===== config.mk =====
export PLATFORM = sky130hd
export DESIGN_NAME = address_pattern_corruption_checker_top
export DESIGN_NICKNAME = d
export VERILOG_FILES = /design/src/hdl/apcc_pkg.sv /design/src/hdl/apcc_check.sv /design/src/hdl/address_pattern_corruption_checker_top.sv
export SDC_FILE = /design/constraint.sdc
export NUM_CORES = 1
export LEC_CHECK = 0
export BUFFER_PORTS_ARGS = -buffer_cell sky130_fd_sc_hd__buf_4
export CAP_MARGIN = 10
export CORE_UTILIZATION = 50
export CTS_BUF_LIST = sky130_fd_sc_hd__clkbuf_8 sky130_fd_sc_hd__clkbuf_16
export CTS_CLUSTER_DIAMETER = 40
export DETAILED_ROUTE_END_ITERATION = 12
export PLACE_DENSITY = 0.7
export SLEW_MARGIN = 20
export SYNTH_ARGS = -nofsm -noshare
export SYNTH_HDL_FRONTEND = slang
export SYNTH_SLANG_ARGS = --single-unit

===== constraint.sdc =====
create_clock -name i_clk -period 13.55 [get_ports i_clk]
set_clock_uncertainty 0.15 [all_clocks]
set_input_delay 2.0325 -clock i_clk [delete_from_list [all_inputs] [get_ports i_clk]]
set_output_delay 2.0325 -clock i_clk [all_outputs]
set_load 0.01 [all_outputs]

===== src/hdl/apcc_pkg.sv =====
`timescale 1ns / 1ps
`default_nettype none

package apcc_pkg;

    // Field widths
    localparam int unsigned BYTE_W   = 8;
    localparam int unsigned WORD_W   = 32;
    localparam int unsigned REGION_W = 31;
    localparam int unsigned KIND_W   = 2;
    localparam int unsigned CFG_IDX_W  = 1;
    localparam int unsigned CFG_DATA_W = REGION_W;

    // Configuration register indexes
    localparam logic [CFG_IDX_W-1:0] CFG_REGION_SIZE = 1'b0;
    localparam logic [CFG_IDX_W-1:0] CFG_SEPARATOR   = 1'b1;

    // Reset values
    localparam logic [BYTE_W-1:0] SEP_RESET = 8'hEF;
    // Position of the first word start before any byte: byte address 0 minus 3
    localparam logic [WORD_W-1:0] POS_INIT  = 32'hFFFF_FFFD;

    typedef enum logic [1:0] {
        ST_CLEAN      = 2'd0,
        ST_MISALIGNED = 2'd1,
        ST_CORRUPT    = 2'd2
    } t_status;

    typedef enum logic [KIND_W-1:0] {
        EV_SEG_END  = 2'd0,
        EV_MISALIGN = 2'd1,
        EV_CORRUPT  = 2'd2
    } t_ev_kind;

    typedef struct packed {
        t_ev_kind            kind;
        logic [WORD_W-1:0]   position;
        logic [WORD_W-1:0]   value;
    } t_event;

endpackage

`default_nettype wire


===== src/hdl/apcc_check.sv =====
`timescale 1ns / 1ps
`default_nettype none

module apcc_check (
    input  wire                          i_clk,
    input  wire                          i_rst_n,
    input  wire                          i_valid,
    input  wire [apcc_pkg::BYTE_W-1:0]   i_data,
    input  wire                          i_first,
    input  wire [apcc_pkg::REGION_W-1:0] i_region_size,
    input  wire [apcc_pkg::BYTE_W-1:0]   i_sep_byte,
    output logic                         o_ev_valid,
    output apcc_pkg::t_event             o_ev
);
    import apcc_pkg::*;

    // Running state
    logic [WORD_W-1:0] r_acc,  n_acc;
    logic [1:0]        r_biw,  n_biw;
    logic [1:0]        r_run,  n_run;
    t_status           r_status, n_status;
    logic [WORD_W-1:0] r_pos,  n_pos;   // address of current byte minus 3
    logic [WORD_W-1:0] r_exp,  n_exp;   // offset plus pos

    // State as seen by this beat (cleared on a first byte)
    logic [WORD_W-1:0] acc_e, pos_e, exp_e, acc_new;
    logic [1:0]        biw_e, run_e;
    t_status           status_e;
    logic              is_sep, sep_done, word_done, mismatch;
    logic              misalign, corrupt, seg_end;

    always_comb begin
        acc_e    = i_first ? '0 : r_acc;
        biw_e    = i_first ? 2'd0 : r_biw;
        run_e    = i_first ? 2'd0 : r_run;
        status_e = i_first ? ST_CLEAN : r_status;
        pos_e    = i_first ? POS_INIT : r_pos;
        exp_e    = i_first ? POS_INIT : r_exp;
    end

    // Byte merge, little endian
    always_comb begin
        acc_new = acc_e;
        acc_new[{biw_e, 3'b000} +: BYTE_W] = i_data;
    end

    // Separator run and word compare
    always_comb begin
        is_sep    = (i_data == i_sep_byte);
        sep_done  = is_sep && (run_e == 2'd3);
        word_done = !sep_done && (biw_e == 2'd3);
        mismatch  = word_done && (acc_new != exp_e);
        misalign  = mismatch && (status_e == ST_CLEAN) && (acc_new < {1'b0, i_region_size});
        corrupt   = mismatch && !misalign && (status_e != ST_CORRUPT);
        seg_end   = sep_done && (status_e == ST_CORRUPT);
    end

    // Next state
    always_comb begin
        n_run = is_sep ? (sep_done ? 2'd0 : run_e + 2'd1) : 2'd0;
        n_biw = (sep_done || word_done) ? 2'd0 : biw_e + 2'd1;
        n_acc = (sep_done || word_done) ? '0 : acc_new;
        n_pos = pos_e + 32'd1;
        n_exp = misalign ? acc_new + 32'd1 : exp_e + 32'd1;
        if (sep_done) begin
            n_status = ST_CLEAN;
        end else if (misalign) begin
            n_status = ST_MISALIGNED;
        end else if (corrupt) begin
            n_status = ST_CORRUPT;
        end else begin
            n_status = status_e;
        end
    end

    always_ff @(posedge i_clk) begin
        if (!i_rst_n) begin
            r_acc    <= '0;
            r_biw    <= 2'd0;
            r_run    <= 2'd0;
            r_status <= ST_CLEAN;
            r_pos    <= POS_INIT;
            r_exp    <= POS_INIT;
        end else if (i_valid) begin
            r_acc    <= n_acc;
            r_biw    <= n_biw;
            r_run    <= n_run;
            r_status <= n_status;
            r_pos    <= n_pos;
            r_exp    <= n_exp;
        end
    end

    // Event out
    always_comb begin
        o_ev_valid  = i_valid && (seg_end || misalign || corrupt);
        o_ev.position = pos_e;
        o_ev.value    = seg_end ? '0 : acc_new;
        if (seg_end) begin
            o_ev.kind = EV_SEG_END;
        end else if (misalign) begin
            o_ev.kind = EV_MISALIGN;
        end else begin
            o_ev.kind = EV_CORRUPT;
        end
    end

    // Checks
    a_one_event: assert property (@(posedge i_clk) disable iff (!i_rst_n)
        i_valid |-> $onehot0({seg_end, misalign, corrupt}))
        else $error("more than one event kind in one beat");

    a_sep_clean: assert property (@(posedge i_clk) disable iff (!i_rst_n)
        i_valid && sep_done |=> r_status == ST_CLEAN && r_biw == 2'd0)
        else $error("separator did not restart the segment");

    a_realign: assert property (@(posedge i_clk) disable iff (!i_rst_n)
        i_valid && misalign |=> r_exp == $past(acc_new) + 32'd1)
        else $error("expected word not rebased after misalignment");

    a_no_repeat: assert property (@(posedge i_clk) disable iff (!i_rst_n)
        i_valid && corrupt |=> r_status == ST_CORRUPT)
        else $error("corrupt status not held");

endmodule

`default_nettype wire


===== src/hdl/address_pattern_corruption_checker_top.sv =====
`timescale 1ns / 1ps
`default_nettype none

// Channel   Direction  Payload
// s         in         tdata[7:0] data_byte; tuser[0] first_byte
// m         out        tdata[31:0] event_position, [63:32] event_value; tuser[1:0] event_kind
// cfg       in         idx 0 region_size (31b), idx 1 separator_byte (8b)
//
// One byte per cycle sustained while the output is not stalled; a beat is checked
// while it sits in the input register, and its event (if any) then goes to the result register.
// All per-byte work is a single pass of add/compare logic on the running state.
// Reset is synchronous, active low; it clears state and config to defaults.
// A stalled output holds the input register, which then stalls the input.
module address_pattern_corruption_checker_top (
    input  wire                              i_clk,
    input  wire                              i_rst_n,
    input  wire                              i_s_tvalid,
    output logic                             o_s_tready,
    input  wire  [7:0]                       i_s_tdata,   // [7:0] data_byte
    input  wire  [0:0]                       i_s_tuser,   // [0] first_byte
    output logic                             o_m_tvalid,
    input  wire                              i_m_tready,
    output logic [63:0]                      o_m_tdata,   // [31:0] position, [63:32] value
    output logic [1:0]                       o_m_tuser,   // [1:0] event_kind
    input  wire                              i_cfg_we,
    input  wire  [apcc_pkg::CFG_IDX_W-1:0]   i_cfg_idx,
    input  wire  [apcc_pkg::CFG_DATA_W-1:0]  i_cfg_data
);
    import apcc_pkg::*;

    // Configuration registers
    logic [REGION_W-1:0] r_region_size;
    logic [BYTE_W-1:0]   r_sep_byte;

    always_ff @(posedge i_clk) begin
        if (!i_rst_n) begin
            r_region_size <= '0;
            r_sep_byte    <= SEP_RESET;
        end else if (i_cfg_we) begin
            case (i_cfg_idx)
                CFG_REGION_SIZE: r_region_size <= i_cfg_data;
                CFG_SEPARATOR:   r_sep_byte    <= i_cfg_data[BYTE_W-1:0];
                default: ;
            endcase
        end
    end

    // Input register
    logic              r_in_valid;
    logic [BYTE_W-1:0] r_in_data;
    logic              r_in_first;
    logic              r_out_valid;
    t_event            r_out_ev;
    logic              advance;
    logic              ev_valid;
    t_event            ev;

    assign advance    = r_in_valid && (!r_out_valid || i_m_tready);
    assign o_s_tready = !r_in_valid || advance;

    always_ff @(posedge i_clk) begin
        if (!i_rst_n) begin
            r_in_valid <= 1'b0;
        end else if (o_s_tready) begin
            r_in_valid <= i_s_tvalid;
        end
    end

    always_ff @(posedge i_clk) begin
        if (o_s_tready && i_s_tvalid) begin
            r_in_data  <= i_s_tdata;
            r_in_first <= i_s_tuser[0];
        end
    end

    apcc_check u_check (
        .i_clk         (i_clk),
        .i_rst_n       (i_rst_n),
        .i_valid       (advance),
        .i_data        (r_in_data),
        .i_first       (r_in_first),
        .i_region_size (r_region_size),
        .i_sep_byte    (r_sep_byte),
        .o_ev_valid    (ev_valid),
        .o_ev          (ev)
    );

    // Result register
    always_ff @(posedge i_clk) begin
        if (!i_rst_n) begin
            r_out_valid <= 1'b0;
        end else if (advance) begin
            r_out_valid <= ev_valid;
        end else if (i_m_tready) begin
            r_out_valid <= 1'b0;
        end
    end

    always_ff @(posedge i_clk) begin
        if (advance && ev_valid) begin
            r_out_ev <= ev;
        end
    end

    assign o_m_tvalid = r_out_valid;
    assign o_m_tdata  = {r_out_ev.value, r_out_ev.position};
    assign o_m_tuser  = r_out_ev.kind;

endmodule

`default_nettype wire


======== After elaboration in Yosys (flattened, before gate mapping) ========
Cells that the tools add are included.
word-level totals
  register bits after elaboration ......... 218
  bits in latches ......................... 0
  memory bits (writable) .................. 0
  memory bits (read-only) ................. 0
  output and inout bits ................... 68
  word-level logic and storage cells ...... 74
  memories kept ........................... 0
operators by class
  add/sub/neg operators ................... 6
  multiply operators ...................... 0
  divide/modulo/power cells ............... 0
  magnitude comparators ................... 1
  equal/unequal tests ..................... 6
  shift-type cells ........................ 2
  mux-type cells .......................... 18
  bitwise logic cells ..................... 1
  reduce and logical (&&, ||, !) cells .... 25
operators by type and width
  operator                  number
  $mux W32                  5
  $add A32 B1 Y32 const B   3
  $bwmux W32                1
  $lt A32 B31 Y1            1
  $ne A32 B32 Y1            1
  $shift A8 B7 Y32 const A  1
  $shiftx A8 B7 Y32         1
  $mux W2                   10
  $logic_and A1 B1 Y1       12
  $eq A8 B8 Y1              1
  $neg A5 Y7                1
  $eq A2 B2 Y1 const B      3
  $logic_or A1 B1 Y1        5
  $add A2 B1 Y2 const B     2
  $logic_not A1 Y1          4
  $reduce_and A2 Y1         2
  $logic_not A2 Y1          1
  $mux W1                   2
  $ne A2 B2 Y1 const B      1
  $reduce_bool A2 Y1        1
  $not A1 Y1                1

======== Logic depth before layout (Yosys ltp) ========
  depth in word-level cells ............... 14
  depth in mapped cells ................... 40
  gate-level depth less buffers ........... 27

======== Hierarchy ========
From an unflattened synthesis, not the netlist that was laid out.
second synthesis, totals
  cell total of the unflattened synthesis .. 1516
  area, all modules ....................... 12644.6 µm²
modules (own cells, without submodules)
  module                                  times used  cells an instance  area each (µm²)  seq. area each (µm²)
  apcc_check                              1           1256               8688.3           2042.0
  address_pattern_corruption_checker_top  1           260                3956.3           3072.9

======== Worst setup path after synthesis ========
Ideal clock, no wire load.
  path kind ............................... flip-flop to flip-flop
  start ................................... register r_in_first
  end ..................................... register r_out_ev (netlist bit o_m_tdata[0]) (enable)
  data arrival time ....................... 8667 ps
  required time ........................... 12886 ps
  slack ................................... 4220 ps
  cell stages (with the launch flop) ...... 28
  path buffers ............................ 11
  clock period less this slack ............ 9330 ps
  path through ............................ edfxtp_1 > buf_4 > buf_4 > buf_4 > clkbuf_1 > clkbuf_1 > clkbuf_1 > clkbuf_1 > buf_1 > nor2b_1 > ha_1 > buf_2 > and4bb_2 > mux2i_1 > or2_2 > inv_1 > ha_1 > and4_1 > a221oi_1 > nor2_1 > a211oi_1 > and2_1 > buf_4 > nand2_4 > inv_4 > buf_6 > nor2_1 > a21oi_1
between the ends
  cells in the longest elaborated chain, start to end .. 14
  elaborated cells between the ends (all ways) .. 30
  those cells by class .................... add/sub (1); order compare (1); eq/ne (5); shift (2); mux (6); reduce/logical (15)
ends and longest elaborated chain
  item                                                    RTL line                                       text
  start: declaration                                      address_pattern_corruption_checker_top.sv:51   logic r_in_first;
  start signal: assignment                                address_pattern_corruption_checker_top.sv:72   r_in_first <= i_s_tuser[0];
  $mux W2                                                 apcc_check.sv:34                               biw_e = i_first ? 2'd0 : r_biw;
  $neg A5 Y7                                              apcc_check.sv:44                               acc_new[{biw_e, 3'b000} +: BYTE_W] = i_data;
  $shiftx A8 B7 Y32 or $shift A8 B7 Y32 (tied branches)   apcc_check.sv:44
  $bwmux W32 *                                            apcc_check.sv:44
  net u_check.acc_new[14]                                 apcc_check.sv:26                               logic [WORD_W-1:0] acc_e, pos_e, exp_e, acc_new;
  branches (longest 7 deep; another with $lt A32 B31 Y1)  --
  $logic_or A1 B1 Y1 *                                    apcc_check.sv:96                               o_ev_valid = i_valid && (seg_end || misalign || corrupt);
  $logic_and A1 B1 Y1 *                                   apcc_check.sv:96
  $logic_and A1 B1 Y1 *                                   address_pattern_corruption_checker_top.sv:100  if (advance && ev_valid) begin
  end signal: assignment                                  address_pattern_corruption_checker_top.sv:101  r_out_ev <= ev;
  end: declaration                                        address_pattern_corruption_checker_top.sv:53   t_event r_out_ev;
Mark *: on every way through the listed nets, which the timed path passes.
A chain may end at the register's enable or synchronous reset.

======== Worst setup path in the final report ========
  start ................................... register r_in_first
  end ..................................... register u_check.r_exp[26]
between the ends
  cells in the longest elaborated chain, start to end .. 9
  elaborated cells between the ends (all ways) .. 23
  those cells by class .................... add/sub (3); order compare (1); eq/ne (3); shift (2); mux (7); reduce/logical (7)
ends and longest elaborated chain
  item                                                    RTL line          text
  $mux W2                                                 apcc_check.sv:34
  $neg A5 Y7                                              apcc_check.sv:44
  $shiftx A8 B7 Y32 or $shift A8 B7 Y32 (tied branches)   apcc_check.sv:44
  $bwmux W32 *                                            apcc_check.sv:44
  net u_check.acc_new[27]                                 apcc_check.sv:26
  branches (longest 3 deep; another with $lt A32 B31 Y1)  --
  $logic_and A1 B1 Y1 *                                   apcc_check.sv:53  misalign = mismatch && (status_e == ST_CLEAN) && (acc_new < {1'b0, i_region_size});
  $mux W32 *                                              apcc_check.sv:64  n_exp = misalign ? acc_new + 32'd1 : exp_e + 32'd1;
  end signal: assignment                                  apcc_check.sv:90  r_exp <= n_exp;
  end: declaration                                        apcc_check.sv:23  logic [WORD_W-1:0] r_exp, n_exp;
Marked as above.

==> impl_metrics.toml <==
[routing]
ant_nets = 0
drt_wl_total_mm = 38.93
drt-pass1-iter-count = 6
drt-initial-drc-count = 1043
vias_per_cell = 6.070
wire_per_inst_um = 20.62
drc = 0
vias = 11460

[synthesis]
synthesis.nets = 1547
synth_async_sr_flop_share = 0
ys_ff_latch = 218
ys.flop_type = "dfxtp_1"
syn_inst = 1465
yosys_warnings = 0
ys_seq_area_frac = 0.4121
synth_edf_count = 75
synth_area_sq_um = 12410
avgSynthCellArea_sq_um = 8.473
ys_types = 92

[die]
core_area_sq_um = 24320
io_pins = 114
dieHeight_um = 159.6
initial_core_util = 0.5104
rows = 57
die_w_um = 159.6
die-area_sq_um = 25460

[global_route]
grt_overflow = 0
grt_first_pass_wirelength_mm = 61.39
grt_max_degree = 73
grt_pass1_vias = 11061
antenna_found_initial = 0
track_usage = 0.3049

[timing]
relSlewSlack = 0.3905
post-route-period-util = 0.6362
max_freq_mhz = 116.0
hold_viol_final = 0
rsz0062_at_grt = "false"
setup_violations = 0
slew_viol_final = 0
fin_crit_ps = 8621
worstMarginPinSlew_ps = 914.3
finalSetupTns_ps = 0

[setup_path]
rrSetupSlack_ps = 4930
arrival_ps = 8900
critPathLaunchType = "register"
endpoint = "u_check.r_exp[26]$_SDFFE_PN1P_"
criticalPathCategory = "reg -> reg"
startpoint = "r_in_first$_DFFE_PP_"
worstPathMaxFanout = 41
reg2reg_to = "u_check.r_exp[26]$_SDFFE_PN1P_"
rr_worst_depth = 23
critPathRequiredTime_ps = 13830
r2r-start = "r_in_first$_DFFE_PP_"
endpoint_kind = "register"

[clock_tree]
cts_max_path_buffers = 3
holdBufCountCts = 0
cts_root_buf = "clkbuf_16"
cts_setup_buffers = 0
cts_made_buffers = 37
cts_tree = "built"
ctsResizeCount = 0
clk_pin_slew_worst_paths_ps = 50
cts-htree-levels = 2
clk_latency_ps = 520
cts_sinks = 218

[layout]
antenna_cells = 0
fillers = 2145
final_cell_mix = "nand2_1, nor2_1, dfxtp_1"
multiInputGateArea_sq_um = 6555
fin_util = 0.6031
area_growth_pct = 18.16
nets = 1617
regArea_sq_um = 5115
drive_gt1_frac = 0.1662
final_common_cell = "nand2_1"

[place]
place.gp.congestion = 1.001
port_buffers = 113
dp_hpwl_mm = 26.90

[power]
ir_drop_mv = 0.09779
p_leak_nw = 5.893
p_per_area_nw_per_um2 = 126.4

[worst_hold_path]
hp-class = "reg -> reg"

[outcome]
status = "complete, no violations"

[flow_run]
max_cap_violations = 0
routing by layer:
layer | track usage | up-vias | share of wire
li1 | - | 5391 | -
met1 | 0.4054 | 5483 | 0.43
met2 | 0.4805 | 480 | 0.46
met3 | 0.05366 | 106 | 0.069
met4 | 0.1455 | 0 | 0.042
met5 | 0 | - | 0
flip-flops by register name, indices dropped and copies added, names as in the netlist:
register,count
o_m_tdata,64
u_check.r_acc,32
u_check.r_exp,32
u_check.r_pos,32
r_region_size,31
r_in_data,8
r_sep_byte,8
o_m_tuser,2
u_check.r_biw,2
u_check.r_run,2
u_check.r_status,2
o_m_tvalid,1
r_in_first,1
r_in_valid,1
stage by stage:
| step | power (W) | hold slack [ps] | instances | area (sq um) | worst slack, ps |
|---|---|---|---|---|---|
| after floorplan | 0.0008300 | 277.3 | 1465 | 12410 | 4220 |
| after global placement | 0.0008829 | 284.1 | 1820 | 13350 | 5486 |
| after detailed placement | 0.0008854 | 294.6 | 1820 | 13350 | 5136 |
| after CTS | 0.001860 | 303.8 | 1888 | 14670 | 5134 |
| after global routing | 0.001914 | 325.0 | 1888 | 14670 | 4292 |
| final | 0.001854 | 298.5 | 1888 | 14670 | 4929 |
kinds of logic (layout without fill, tap and decap cells):
logic type | Yosys count | count (layout) | share of synthesized area
mux | 40 | 40 | 0.03548
compound gates | 365 | 365 | 0.1937
fa+ha+maj | 36 | 36 | 0.03629
flops | 218 | 218 | 0.4121
simple gates | 589 | 589 | 0.2356
xor+xnor | 35 | 35 | 0.02470
buf+inv | 182 | 281 | 0.06219
critical path, cell delays in order (launching register included):
cell and delay (ps):
edfxtp_1 940, nand2b_1 390, ha_1 450, and4bb_1 340, and2_0 180, a22oi_1 450, inv_1 220, ha_1 370
and3_1 180, o21ai_0 170, nand4_1 110, a211o_1 330, a211oi_1 320, and2_1 570, nand2_4 460, a21oi_1 340
ha_1 390, nand4_1 320, or4_1 700, nor4_2 330, nand3_1 180, mux2i_4 260, a221oi_1 130, a211oi_1 220
cells in the mapped netlist (all sizes together), types with 28 or more instances:
cell type	n	share of area
edfxtp	75	0.18
mux2i	34	0.030
nand3	45	0.020
or2	31	0.016
ha	36	0.036
and2	28	0.014
inv	86	0.026
a21oi	111	0.045
dfxtp	143	0.23
nor3	29	0.012
nand2	182	0.056
a22oi	39	0.024
nor2	148	0.045
clkbuf	71	0.021
o21ai	63	0.025
where the power goes:
| group | leakage [nW] | internal [W] | switching [W] |
|---|---|---|---|
| combinational | 3.41 | 0.0000591 | 0.000104 |
| clock | 0.655 | 0.000636 | 0.000342 |
| sequential | 1.83 | 0.000690 | 0.0000235 |
| total | 5.89 | 0.00138 | 0.000470 |
how the worst min path moves through the flow:
stage | cells after the start | start | endpoint
after floorplan | 2 | u_check.r_run[0]$_SDFFE_PN0P_ | u_check.r_run[0]$_SDFFE_PN0P_
after global placement | 2 | u_check.r_run[0]$_SDFFE_PN0P_ | u_check.r_run[0]$_SDFFE_PN0P_
after detailed placement | 2 | u_check.r_run[0]$_SDFFE_PN0P_ | u_check.r_run[0]$_SDFFE_PN0P_
after CTS | 2 | u_check.r_pos[1]$_SDFFE_PN0P_ | u_check.r_pos[1]$_SDFFE_PN0P_
after global routing | 2 | u_check.r_pos[1]$_SDFFE_PN0P_ | u_check.r_pos[1]$_SDFFE_PN0P_
final | 2 | u_check.r_run[0]$_SDFFE_PN0P_ | u_check.r_run[0]$_SDFFE_PN0P_
area by class of cell:
type,count,share of cell area
clock inverters,25,0.01851
repair buffers,127,0.06500
flip-flops and latches,218,0.3487
multi-input cells,1065,0.4469
inverters,86,0.02218
clock buffers,43,0.07106
well taps,324,0.02764
(Power assumes the default switching activity.)
